File: src/design/assert_macros.svh
// ----------------------------------------------------------------------------
// assert_macros.svh
// concurrent assertion helpers used by the rtl core
// ----------------------------------------------------------------------------
`ifndef ASSERT_MACROS_SVH
`define ASSERT_MACROS_SVH

// checked on every rising edge, muted while reset is high
`define ASSERT_CLK_RST(lbl, clk_s, rst_s, prop) \
  lbl: assert property (@(posedge clk_s) disable iff (rst_s) prop) \
    else $error("%m: assertion failed");

// checked on every rising edge, reset included
`define ASSERT_CLK(lbl, clk_s, prop) \
  lbl: assert property (@(posedge clk_s) prop) \
    else $error("%m: assertion failed");

`endif

File: src/design/uer_pkg.sv
// ----------------------------------------------------------------------------
// uer_pkg
// action codes, phase codes and fixed constants of the echo ranger
// ----------------------------------------------------------------------------
package uer_pkg;

  // event kinds carried in tuser
  localparam logic [2:0] ACT_TRIGGER = 3'd0;
  localparam logic [2:0] ACT_RISE    = 3'd1;
  localparam logic [2:0] ACT_FALL    = 3'd2;
  localparam logic [2:0] ACT_TIMEOUT = 3'd3;
  localparam logic [2:0] ACT_READ    = 3'd4;

  // measurement phase
  localparam logic [1:0] PH_IDLE = 2'd0;
  localparam logic [1:0] PH_RISE = 2'd1;
  localparam logic [1:0] PH_FALL = 2'd2;

  // configuration register indexes
  localparam logic [1:0] REG_TIMEOUT_MS = 2'd0;
  localparam logic [1:0] REG_CM_PER_US  = 2'd1;
  localparam logic [1:0] REG_NO_ECHO    = 2'd2;

  // register reset values
  localparam logic [15:0] TIMEOUT_MS_RST = 16'd60;
  localparam logic [15:0] CM_PER_US_RST  = 16'd1124;
  localparam logic [15:0] NO_ECHO_RST    = 16'hFFF0;

  // largest reported distance, q11.4 cm
  localparam logic [15:0] DIST_MAX   = 16'd32767;
  // half of one q4 step in the q.16 product
  localparam logic [15:0] ROUND_HALF = 16'd2048;

  // width of m_tdata
  localparam int OUT_W = 24;

endpackage

File: src/design/ultrasonic_echo_ranger_core.sv
// ----------------------------------------------------------------------------
// ultrasonic_echo_ranger_core
// Echo ranging controller for a trigger/echo ultrasonic sensor. Each input
// transaction is one event (trigger, echo rise, echo fall, timeout check or
// result read) with its microsecond and millisecond time stamps, and each one
// gives exactly one result transaction with the flags, the last distance in
// signed q11.4 cm, the phase and the new-data flag after that event. A falling
// edge in the waiting-fall phase measures the pulse width modulo
// 2^US_TIMER_BITS us, multiplies it by cm_per_us_q16 and rounds to q4,
// saturating at 32767; a timeout check at or past timeout_ms in either waiting phase
// reports no_echo_distance_q4. The block takes one event per clock: all of the
// update runs as one pass of logic into a single output register, so a result
// appears in the cycle after its event is accepted, and s_tready is low only
// while that register holds a result that m_tready has not yet taken.
// Configuration writes take effect on the next event and never touch the
// stored distance.
// ----------------------------------------------------------------------------
`include "assert_macros.svh"

module ultrasonic_echo_ranger_core #(
  parameter int US_TIMER_BITS = 16
) (
  input  logic        clk,
  input  logic        rst,

  // configuration write port
  input  logic        cfg_we,
  input  logic [1:0]  cfg_index,
  input  logic [15:0] cfg_wdata,

  // event stream
  input  logic        s_tvalid,
  output logic        s_tready,
  input  logic [47:0] s_tdata,   // now_us[15:0], now_ms[47:16]
  input  logic [2:0]  s_tuser,   // action[2:0]

  // result stream
  output logic        m_tvalid,
  input  logic        m_tready,
  output logic [23:0] m_tdata    // trigger_started[0], read_ok[1], distance_q4[17:2],
                                 // phase_now[19:18], fresh[20], zero[23:21]
);

  // widths of the distance datapath
  localparam int PROD_W = US_TIMER_BITS + 16;
  localparam int SUM_W  = PROD_W + 1;
  localparam int Q4_W   = (SUM_W - 12 > 16) ? (SUM_W - 12) : 16;

  // configuration registers
  logic [15:0] timeout_ms;
  logic [15:0] cm_per_us_q16;
  logic [15:0] no_echo_distance_q4;

  // measurement state
  logic [1:0]               phase;
  logic [1:0]               phase_next;
  logic [US_TIMER_BITS-1:0] rise_stamp_us;
  logic [US_TIMER_BITS-1:0] rise_stamp_us_next;
  logic [31:0]              trigger_stamp_ms;
  logic [31:0]              trigger_stamp_ms_next;
  logic [31:0]              rise_stamp_ms;
  logic [31:0]              rise_stamp_ms_next;
  logic [15:0]              last_distance;
  logic [15:0]              last_distance_next;
  logic                     new_data_flag;
  logic                     new_data_flag_next;

  // event fields
  logic [2:0]               action;
  logic [15:0]              now_us;
  logic [31:0]              now_ms;
  logic [47:0]              now_us_wide;
  logic [US_TIMER_BITS-1:0] now_us_t;

  // datapath
  logic [US_TIMER_BITS-1:0] pulse_width;
  logic [PROD_W-1:0]        product;
  logic [SUM_W-1:0]         rounded;
  logic [Q4_W-1:0]          q4;
  logic [15:0]              measured;
  logic [31:0]              wait_from_ms;
  logic [31:0]              elapsed_ms;
  logic                     timed_out;

  logic trig;
  logic rd;
  logic s_accept;

  assign action = s_tuser;
  assign now_us = s_tdata[15:0];
  assign now_ms = s_tdata[47:16];

  // timer value at the counter width (zero extend or truncate)
  assign now_us_wide = {32'd0, now_us};
  assign now_us_t    = now_us_wide[US_TIMER_BITS-1:0];

  // output register frees up when its result is taken
  assign s_tready = !m_tvalid || m_tready;
  assign s_accept = s_tvalid && s_tready;

  // pulse width wraps with the microsecond counter
  assign pulse_width = now_us_t - rise_stamp_us;
  assign product     = PROD_W'(pulse_width) * PROD_W'(cm_per_us_q16);
  // q.16 to q.4 with round half up
  assign rounded     = SUM_W'(product) + SUM_W'(uer_pkg::ROUND_HALF);
  assign q4          = Q4_W'(rounded >> 12);
  assign measured    = (q4 > Q4_W'(uer_pkg::DIST_MAX)) ? uer_pkg::DIST_MAX : q4[15:0];

  // timeout measured from trigger or from echo rise
  assign wait_from_ms = (phase == uer_pkg::PH_RISE) ? trigger_stamp_ms : rise_stamp_ms;
  assign elapsed_ms   = now_ms - wait_from_ms;
  assign timed_out    = elapsed_ms >= {16'd0, timeout_ms};

  always_comb begin
    phase_next            = phase;
    rise_stamp_us_next    = rise_stamp_us;
    trigger_stamp_ms_next = trigger_stamp_ms;
    rise_stamp_ms_next    = rise_stamp_ms;
    last_distance_next    = last_distance;
    new_data_flag_next    = new_data_flag;
    trig                  = 1'b0;
    rd                    = 1'b0;
    unique case (action)
      uer_pkg::ACT_TRIGGER: begin
        // only a fresh start from idle fires the sensor
        if (phase == uer_pkg::PH_IDLE) begin
          phase_next            = uer_pkg::PH_RISE;
          trigger_stamp_ms_next = now_ms;
          rise_stamp_ms_next    = 32'd0;
          new_data_flag_next    = 1'b0;
          trig                  = 1'b1;
        end
      end
      uer_pkg::ACT_RISE: begin
        if (phase == uer_pkg::PH_RISE) begin
          rise_stamp_us_next = now_us_t;
          rise_stamp_ms_next = now_ms;
          phase_next         = uer_pkg::PH_FALL;
        end
      end
      uer_pkg::ACT_FALL: begin
        if (phase == uer_pkg::PH_FALL) begin
          last_distance_next = measured;
          new_data_flag_next = 1'b1;
          phase_next         = uer_pkg::PH_IDLE;
        end
      end
      uer_pkg::ACT_TIMEOUT: begin
        // give up and report the no-echo distance
        if (phase != uer_pkg::PH_IDLE && timed_out) begin
          phase_next         = uer_pkg::PH_IDLE;
          last_distance_next = no_echo_distance_q4;
          new_data_flag_next = 1'b1;
        end
      end
      uer_pkg::ACT_READ: begin
        if (new_data_flag) begin
          new_data_flag_next = 1'b0;
          rd                 = 1'b1;
        end
      end
      default: begin
        // unused codes leave the state alone but still give a result
      end
    endcase
  end

  // configuration writes, unknown indexes dropped
  always_ff @(posedge clk) begin
    if (rst) begin
      timeout_ms          <= uer_pkg::TIMEOUT_MS_RST;
      cm_per_us_q16       <= uer_pkg::CM_PER_US_RST;
      no_echo_distance_q4 <= uer_pkg::NO_ECHO_RST;
    end else if (cfg_we) begin
      unique case (cfg_index)
        uer_pkg::REG_TIMEOUT_MS: timeout_ms          <= cfg_wdata;
        uer_pkg::REG_CM_PER_US:  cm_per_us_q16       <= cfg_wdata;
        uer_pkg::REG_NO_ECHO:    no_echo_distance_q4 <= cfg_wdata;
        default: begin
        end
      endcase
    end
  end

  // state moves only on an accepted event
  always_ff @(posedge clk) begin
    if (rst) begin
      phase            <= uer_pkg::PH_IDLE;
      rise_stamp_us    <= '0;
      trigger_stamp_ms <= 32'd0;
      rise_stamp_ms    <= 32'd0;
      last_distance    <= uer_pkg::NO_ECHO_RST;
      new_data_flag    <= 1'b0;
    end else if (s_accept) begin
      phase            <= phase_next;
      rise_stamp_us    <= rise_stamp_us_next;
      trigger_stamp_ms <= trigger_stamp_ms_next;
      rise_stamp_ms    <= rise_stamp_ms_next;
      last_distance    <= last_distance_next;
      new_data_flag    <= new_data_flag_next;
    end
  end

  // result register
  always_ff @(posedge clk) begin
    if (rst) begin
      m_tvalid <= 1'b0;
    end else if (s_accept) begin
      m_tvalid <= 1'b1;
    end else if (m_tready) begin
      m_tvalid <= 1'b0;
    end
  end

  always_ff @(posedge clk) begin
    if (s_accept) begin
      m_tdata <= {3'd0, new_data_flag_next, phase_next, last_distance_next, rd, trig};
    end
  end

  // a stalled result blocks new events
  `ASSERT_CLK_RST(a_stall_blocks, clk, rst, (m_tvalid && !m_tready) |-> !s_tready)
  // a fired trigger leaves the block waiting for the rise with no fresh data
  `ASSERT_CLK_RST(a_trig_result, clk, rst,
    (m_tvalid && m_tdata[0]) |-> (m_tdata[19:18] == uer_pkg::PH_RISE && !m_tdata[20]))
  // a successful read consumes the flag
  `ASSERT_CLK_RST(a_read_clears, clk, rst, (m_tvalid && m_tdata[1]) |-> !m_tdata[20])
  // a trigger taken while idle starts a measurement and posts a result
  `ASSERT_CLK_RST(a_trig_starts, clk, rst,
    (s_accept && action == uer_pkg::ACT_TRIGGER && phase == uer_pkg::PH_IDLE)
      |=> (phase == uer_pkg::PH_RISE && m_tvalid && m_tdata[0]))

endmodule

File: config.mk
export PLATFORM = sky130hd
export DESIGN_NAME = ultrasonic_echo_ranger_core
export DESIGN_NICKNAME = d
export VERILOG_FILES = /design/src/design/uer_pkg.sv /design/src/design/ultrasonic_echo_ranger_core.sv
export VERILOG_INCLUDE_DIRS = /design/src /design/src/design
export SDC_FILE = /design/constraint.sdc
export NUM_CORES = 1
export LEC_CHECK = 0
export ABC_AREA = 1
export ABC_CLOCK_PERIOD_IN_PS = 18700
export BUFFER_PORTS_ARGS = -buffer_cell sky130_fd_sc_hd__buf_4
export CAP_MARGIN = 20
export CORE_MARGIN = 2
export CORE_UTILIZATION = 67
export CTS_CLUSTER_DIAMETER = 50
export CTS_CLUSTER_SIZE = 12
export DETAILED_ROUTE_END_ITERATION = 8
export GPL_TIMING_DRIVEN = 0
export PLACE_DENSITY_LB_ADDON = 0.08
export SLEW_MARGIN = 20
export SYNTH_ARGS = -nofsm -noshare
export SYNTH_HDL_FRONTEND = slang
export SYNTH_SLANG_ARGS = --single-unit
File: constraint.sdc
create_clock -name clk -period 18.7 [get_ports clk]
set_input_delay 0.935 -clock clk [delete_from_list [all_inputs] [get_ports clk]]
set_output_delay 0.935 -clock clk [all_outputs]
set_load 0.005 [all_outputs]
==> results of run 1 <==
routing by layer:
layer	wire length [µm]	vias to the layer above	track usage, %
met5	0	-	0
met4	3460	0	21.9
met3	4630	248	6.90
met2	27800	881	66.7
met1	22300	8870	46.8
li1	-	8737	-
state kept, by name, summed over array words and instances, names as in the netlist:
signal,count
rise_stamp_ms,32
m_tvalid,1
cm_per_us_q16,16
m_tdata,21
no_echo_distance_q4,16
phase,2
new_data_flag,1
timeout_ms,16
last_distance,16
rise_stamp_us,16
trigger_stamp_ms,32
cell families (layout without fill, tap and decap cells):
| family | count (synthesis) | count (layout) | share of synthesized area (%) |
|---|---|---|---|
| other | 1 | 3 | 0.0192 |
| flip-flops | 169 | 169 | 18.4 |
| AO/OA/AOI/OAI | 380 | 380 | 10.3 |
| buffers and inverters | 588 | 715 | 11.5 |
| AND/OR/NAND/NOR | 1154 | 1154 | 25.1 |
| multiplexers | 31 | 31 | 1.60 |
| XOR/XNOR | 34 | 34 | 1.52 |
| adder cells (fa/ha/maj) | 374 | 374 | 31.5 |
area by class of cell:
type                            count  area (µm²)  share of cell area, %
Clock buffer                       19         454                   2.13
Timing Repair Buffer               95         713                   3.34
Buffer                             87         367                   1.72
Inverter                          501        1880                   8.82
Tap cell                          384         480                   2.25
Clock inverter                     13         133                  0.622
Multi-Input combinational cell   1976       13700                   64.3
Sequential cell                   169        3590                   16.8
where the power goes:
part,switching [µW],leakage [µW],internal (µW)
logic,1440,0.00930,760
clock network,167,0.000291,195
registers,9.56,0.00141,386
worst reg2reg max path, delay by kind of cell (launching register included):
kind,cells,cell delay (ns)
buf+inv,7,1.20
xor+xnor,1,0.65
simple gates,18,2.50
compound gates,3,0.34
flops,1,0.32
fa+ha+maj,9,3.91
placed cells by master, fill, tap and decap left out, types with 20 or more instances in the layout:
cell	n
sky130_fd_sc_hd__nand2_1	537
sky130_fd_sc_hd__inv_1	479
sky130_fd_sc_hd__nor2_1	364
sky130_fd_sc_hd__a21oi_1	206
sky130_fd_sc_hd__fa_1	197
sky130_fd_sc_hd__ha_1	177
sky130_fd_sc_hd__dfxtp_1	148
sky130_fd_sc_hd__o21ai_0	130
sky130_fd_sc_hd__nand3_1	118
sky130_fd_sc_hd__buf_4	99
sky130_fd_sc_hd__clkbuf_1	66
sky130_fd_sc_hd__mux2i_1	30
sky130_fd_sc_hd__xor2_1	28
sky130_fd_sc_hd__or2_2	27
sky130_fd_sc_hd__edfxtp_1	21
sky130_fd_sc_hd__nor3_1	20
metrics by stage:
step	hold slack, ns	total power, µW	cells	util, %
2_1_floorplan	0.430	1960	2733	-
3_3_place_gp	0.447	2520	3212	72.2
3_5_place_dp	0.451	2570	3212	72.3
4_1_cts	0.461	2940	3244	74.3
5_1_grt	0.478	3250	3244	74.3
6_report	0.461	2960	3244	74.3
worst paths after layout:
path	slack [ns]	cells past startpoint	to	from
worst max-delay path	9.19	40	m_tdata[9]$_DFFE_PP_	s_tdata[0]
worst max register to register	9.51	38	m_tdata[9]$_DFFE_PP_	rise_stamp_us[0]$_SDFFE_PP0P_
worst min-delay path	0.46	2	rise_stamp_us[8]$_SDFFE_PP0P_	rise_stamp_us[8]$_SDFFE_PP0P_
worst min register to register	0.46	2	rise_stamp_us[8]$_SDFFE_PP0P_	rise_stamp_us[8]$_SDFFE_PP0P_
==> impl_metrics.tcl, run 1 <==
set metrics [dict create \
    synth_common_cells "sky130_fd_sc_hd__nand2_1 (537), sky130_fd_sc_hd__inv_1 (479), sky130_fd_sc_hd__nor2_1 (364), sky130_fd_sc_hd__a21oi_1 (206), sky130_fd_sc_hd__fa_1 (197)" \
    grt_pass1_vias 18900 \
    path_delay_family "adder cells" \
    post_route_cells_drive_above_1_share_pct 8.29 \
    layout-area-overhead-vs-synth_pct 9.21 \
    start_util_pct 68.0 \
    nNetsFinal 3295 \
    critPathMostFrequentCell "sky130_fd_sc_hd__nand2_1" \
    cp-start-kind "input port" \
    globalRouteOverflowTotal 0 \
    cts_max_path_buffers 2 \
    cts_resized 0 \
    synth-seq-cells 169 \
    final_slew_violations 0 \
    grt_start_max_net_pins 31 \
    clock.fmax_ghz 0.105 \
    synth-seq-area-share_pct 18.4 \
    yosys.area.top_type_share_pct 20.2 \
    dpl-instance-area_um2 20700 \
    delay_contributed_by_the_slowest_stage_of_the_critical_path_ns 0.66 \
    critical_path.max_fanout 10 \
    drtPass1Iterations 6 \
    run_status "completed" \
    drt_drc_violations_left 0 \
    timing.max_cap.violations 0 \
    post-route-worst-setup-slack_ns 9.19 \
    power_leakage_uw 0.0110 \
    drt-total-wl_mm 58.1 \
    crit_path_end_kind "flip-flop" \
    global_route_wire_length_before_repair_mm 93.9 \
    final-hold-violation-count 0 \
    post-cts-setup-buffers 0 \
    syn-cell-area_um2 19500 \
    max_slew.worst_pin.slew_ns 1.08 \
    n_antenna_cell 0 \
    gp_congestion 1.02 \
    finalClockSkew_ns 0.0129 \
    grt_usage_pct 39.1 \
    yosysTopAreaCell "sky130_fd_sc_hd__fa_1" \
    place.port_buffers 95 \
    clk_pin_slew_ns 0.08 \
    yosys_warnings 0 \
    synth_cell_types 53 \
    slowest_stage "sky130_fd_sc_hd__clkinv_1" \
    postLayoutCellArea_um2 21300 \
    placementRows 62 \
    fill_cells 2356 \
    yosysMostFrequentCell "sky130_fd_sc_hd__nand2_1" \
    synth_enable_flop_cells 21 \
    dpl.hpwl_mm 47.8 \
    cts-root-buf "sky130_fd_sc_hd__clkbuf_16" \
    post-route-min-period_ns 9.51 \
    rsz0062_at_grt "false" \
    fp.coreArea_um2 28700 \
    setup_violations 0 \
    crit_type "in2reg" \
    cell_types_occupying_the_most_area_after_synthesis "sky130_fd_sc_hd__fa_1 (20%), sky130_fd_sc_hd__dfxtp_1 (15%), sky130_fd_sc_hd__ha_1 (11%)" \
    die_y_um 175 \
    drtAntennaViolNets 0 \
    postSynthCellCount 2731 \
    viasPerCell 5.78 \
    syn_area_per_cell_um2 7.15 \
    drt_iter0_markers 1721 \
    slew_headroom_pct 27.2 \
    cts_made_buffers 17 \
    tns_ns 0 \
    share_of_async_settable_or_async_resettable_flops_after_synthesis_pct 0 \
    critPathBufInv 9 \
    ys.flop_type "sky130_fd_sc_hd__dfxtp_1" \
    clkLatencyLatePin_ns 0.45 \
    cts_hold_buf 0 \
    min-delay-path-class "reg2reg" \
    die_x_um 175 \
    cp.required_ns 18.89 \
    grt_antenna_before_repair 1 \
    io-pin-count 100 \
    critPathArrivalTime_ns 9.70 \
    cts_sinks 169 \
    post_drt_wl_per_cell_um 17.9 \
    tritoncts "built" \
    post-route-period-util_pct 50.9 \
    pwr_density_cell_nw_per_um2 139 \
    ir_drop_v 0.000203 \
    fp.dieArea_um2 30500 \
    htreeDepth 4 \
    place_worst_setup_slack_ns 9.03 \
    route.vias.total 18700 \
]
Power figures use the tool's default switching activity.
==> run 2, diff against run 1 <==
Settings changed: ABC_CLOCK_PERIOD_IN_PS 18700 to 8810, CORE_UTILIZATION 67 to 64.
Clock period 18.7 ns to 8.81 ns, I/O delays scaled along.
==> impl_metrics.tcl, run 2 (synthesis results as in run 1) <==
set metrics [dict create \
    layout_commonest_cell "sky130_fd_sc_hd__nand2_1" \
    start_util_pct 65.4 \
    globalRouteOverflowTotal 0 \
    max_slew.worst_pin.slew_ns 0.907 \
    post_drt_wl_per_cell_um 17.8 \
    slew_headroom_pct 39.3 \
    n_antenna_cell 0 \
    final.hold.worst_slack_ns 0.226 \
    grt_antenna_before_repair 0 \
    cts_sinks 169 \
    drt_drc_violations_left 0 \
    grt_pass1_vias 18200 \
    postLayoutCellArea_um2 21400 \
    die_x_um 179 \
    crit_path_end_kind "flip-flop" \
    clock.fmax_ghz 0.118 \
    fp.dieArea_um2 31900 \
    cts_made_buffers 17 \
    drt_iter0_markers 1607 \
    grt_most_used_layer "met2" \
    cts_hold_buf 0 \
    pwr_density_cell_nw_per_um2 302 \
    dpl.hpwl_mm 47.3 \
    route.vias.total 18600 \
    cp.required_ns 9.02 \
    global_route_track_usage_on_met3_pct 7.32 \
    grt_usage_pct 37.1 \
    cp-start-kind "flip-flop" \
    io-pin-count 100 \
    critical_path.max_fanout 9 \
    critPathArrivalTime_ns 8.71 \
    drtPass1Iterations 8 \
    grt_start_max_net_pins 31 \
    post-route-period-util_pct 96.5 \
    clkLatencyLatePin_ns 0.46 \
    setup_violations 0 \
    run_status "completed" \
    htreeDepth 4 \
    gp_congestion 0.974 \
    finalClockSkew_ns 0.0208 \
    dpl-instance-area_um2 20800 \
    power_uw 6480 \
    power_leakage_uw 0.0110 \
    clk_pin_slew_ns 0.08 \
    fp.coreArea_um2 29900 \
    post_route_cells_drive_above_1_share_pct 9.11 \
    placementRows 63 \
    rsz0062_at_grt "false" \
    drtAntennaViolNets 0 \
    cts-root-buf "sky130_fd_sc_hd__clkbuf_16" \
    global_route_wire_length_before_repair_mm 91.1 \
    groute.layer.met1.usage_pct 47.8 \
    final_slew_violations 0 \
    crit_type "reg2reg" \
    timing.max_cap.violations 0 \
    min-delay-path-class "in2reg" \
    delay_contributed_by_the_slowest_stage_of_the_critical_path_ns 0.59 \
    most-common-layout-cells "sky130_fd_sc_hd__nand2_1 (535), sky130_fd_sc_hd__inv_1 (478), sky130_fd_sc_hd__nor2_1 (363), sky130_fd_sc_hd__a21oi_1 (204), sky130_fd_sc_hd__fa_1 (197)" \
    final-hold-violation-count 0 \
    slowest_stage "sky130_fd_sc_hd__fa_1" \
    layout_top_registers "rise_stamp_ms (32), trigger_stamp_ms (32), m_tdata (21)" \
    post-route-min-period_ns 8.50 \
    drt-total-wl_mm 58.0 \
    post-route-worst-setup-slack_ns 0.307 \
    viasPerCell 5.71 \
    fill_cells 2562 \
    grt.met2_usage_pct 61.4 \
    die_y_um 179 \
    layout-area-overhead-vs-synth_pct 9.80 \
    tritoncts "built" \
    place_worst_setup_slack_ns -0.505 \
    ir_drop_v 0.000308 \
    place.port_buffers 95 \
    cts_max_path_buffers 2 \
    nNetsFinal 3299 \
]
## run 2: layer usage
metal | share of wire, % | routed length, µm | vias up
met1 | 41 | 23600 | 8814
li1 | - | - | 8758
met5 | 0 | 0 | -
met3 | 8.9 | 5160 | 156
met2 | 47 | 27100 | 860
met4 | 3.7 | 2170 | 0
## run 2: worst max-delay path: cells and delay by family, from the launching register on
| kind | cells | cell delay [ns] |
|---|---|---|
| flops | 1 | 0.31 |
| simple gates | 14 | 2.56 |
| fa+ha+maj | 8 | 3.76 |
| buf+inv | 6 | 0.83 |
| compound gates | 4 | 0.80 |
## run 2: final cells by class
cell class                      instances  area, µm²  area share, %
Buffer                                 87        373           1.74
Clock buffer                           19        443           2.07
Clock inverter                         13        136          0.636
Inverter                              501       1890           8.82
Multi-Input combinational cell       1976      13800           64.2
Sequential cell                       169       3590           16.8
Tap cell                              390        488           2.28
Timing Repair Buffer                   99        743           3.47
## run 2: timing repair
item,in CTS,in global routing
resized for setup,2,25
pin swaps,0,2
buffers inserted,0,4
endpoints found under the setup margin,29,30
## run 2: power breakdown
group / switching [µW] / internal, µW / leakage [µW] / total, µW
sequential: 18.7 / 820 / 0.00141 / 839
clock: 363 / 405 / 0.000280 / 768
combinational: 3160 / 1710 / 0.00935 / 4870
total: 3540 / 2940 / 0.0110 / 6480
## run 2: stage by stage
step	util, %	instances	TNS (ns)
2_1_floorplan	-	2733	0
3_3_place_gp	69.4	3218	-8.76
3_5_place_dp	69.5	3218	-12.98
4_1_cts	71.4	3250	0
5_1_grt	71.8	3254	0
6_report	71.8	3254	0
## run 2: worst paths after layout
path / end / cells after the start / from / slack (ns)
max reg2reg: m_tdata[2]$_DFFE_PP_ / 32 / rise_stamp_us[4]$_SDFFE_PP0P_ / 0.31
min: rise_stamp_us[15]$_SDFFE_PP0P_ / 3 / s_tdata[15] / 0.23
min reg2reg: rise_stamp_us[14]$_SDFFE_PP0P_ / 2 / rise_stamp_us[14]$_SDFFE_PP0P_ / 0.46
max: m_tdata[2]$_DFFE_PP_ / 32 / rise_stamp_us[4]$_SDFFE_PP0P_ / 0.31
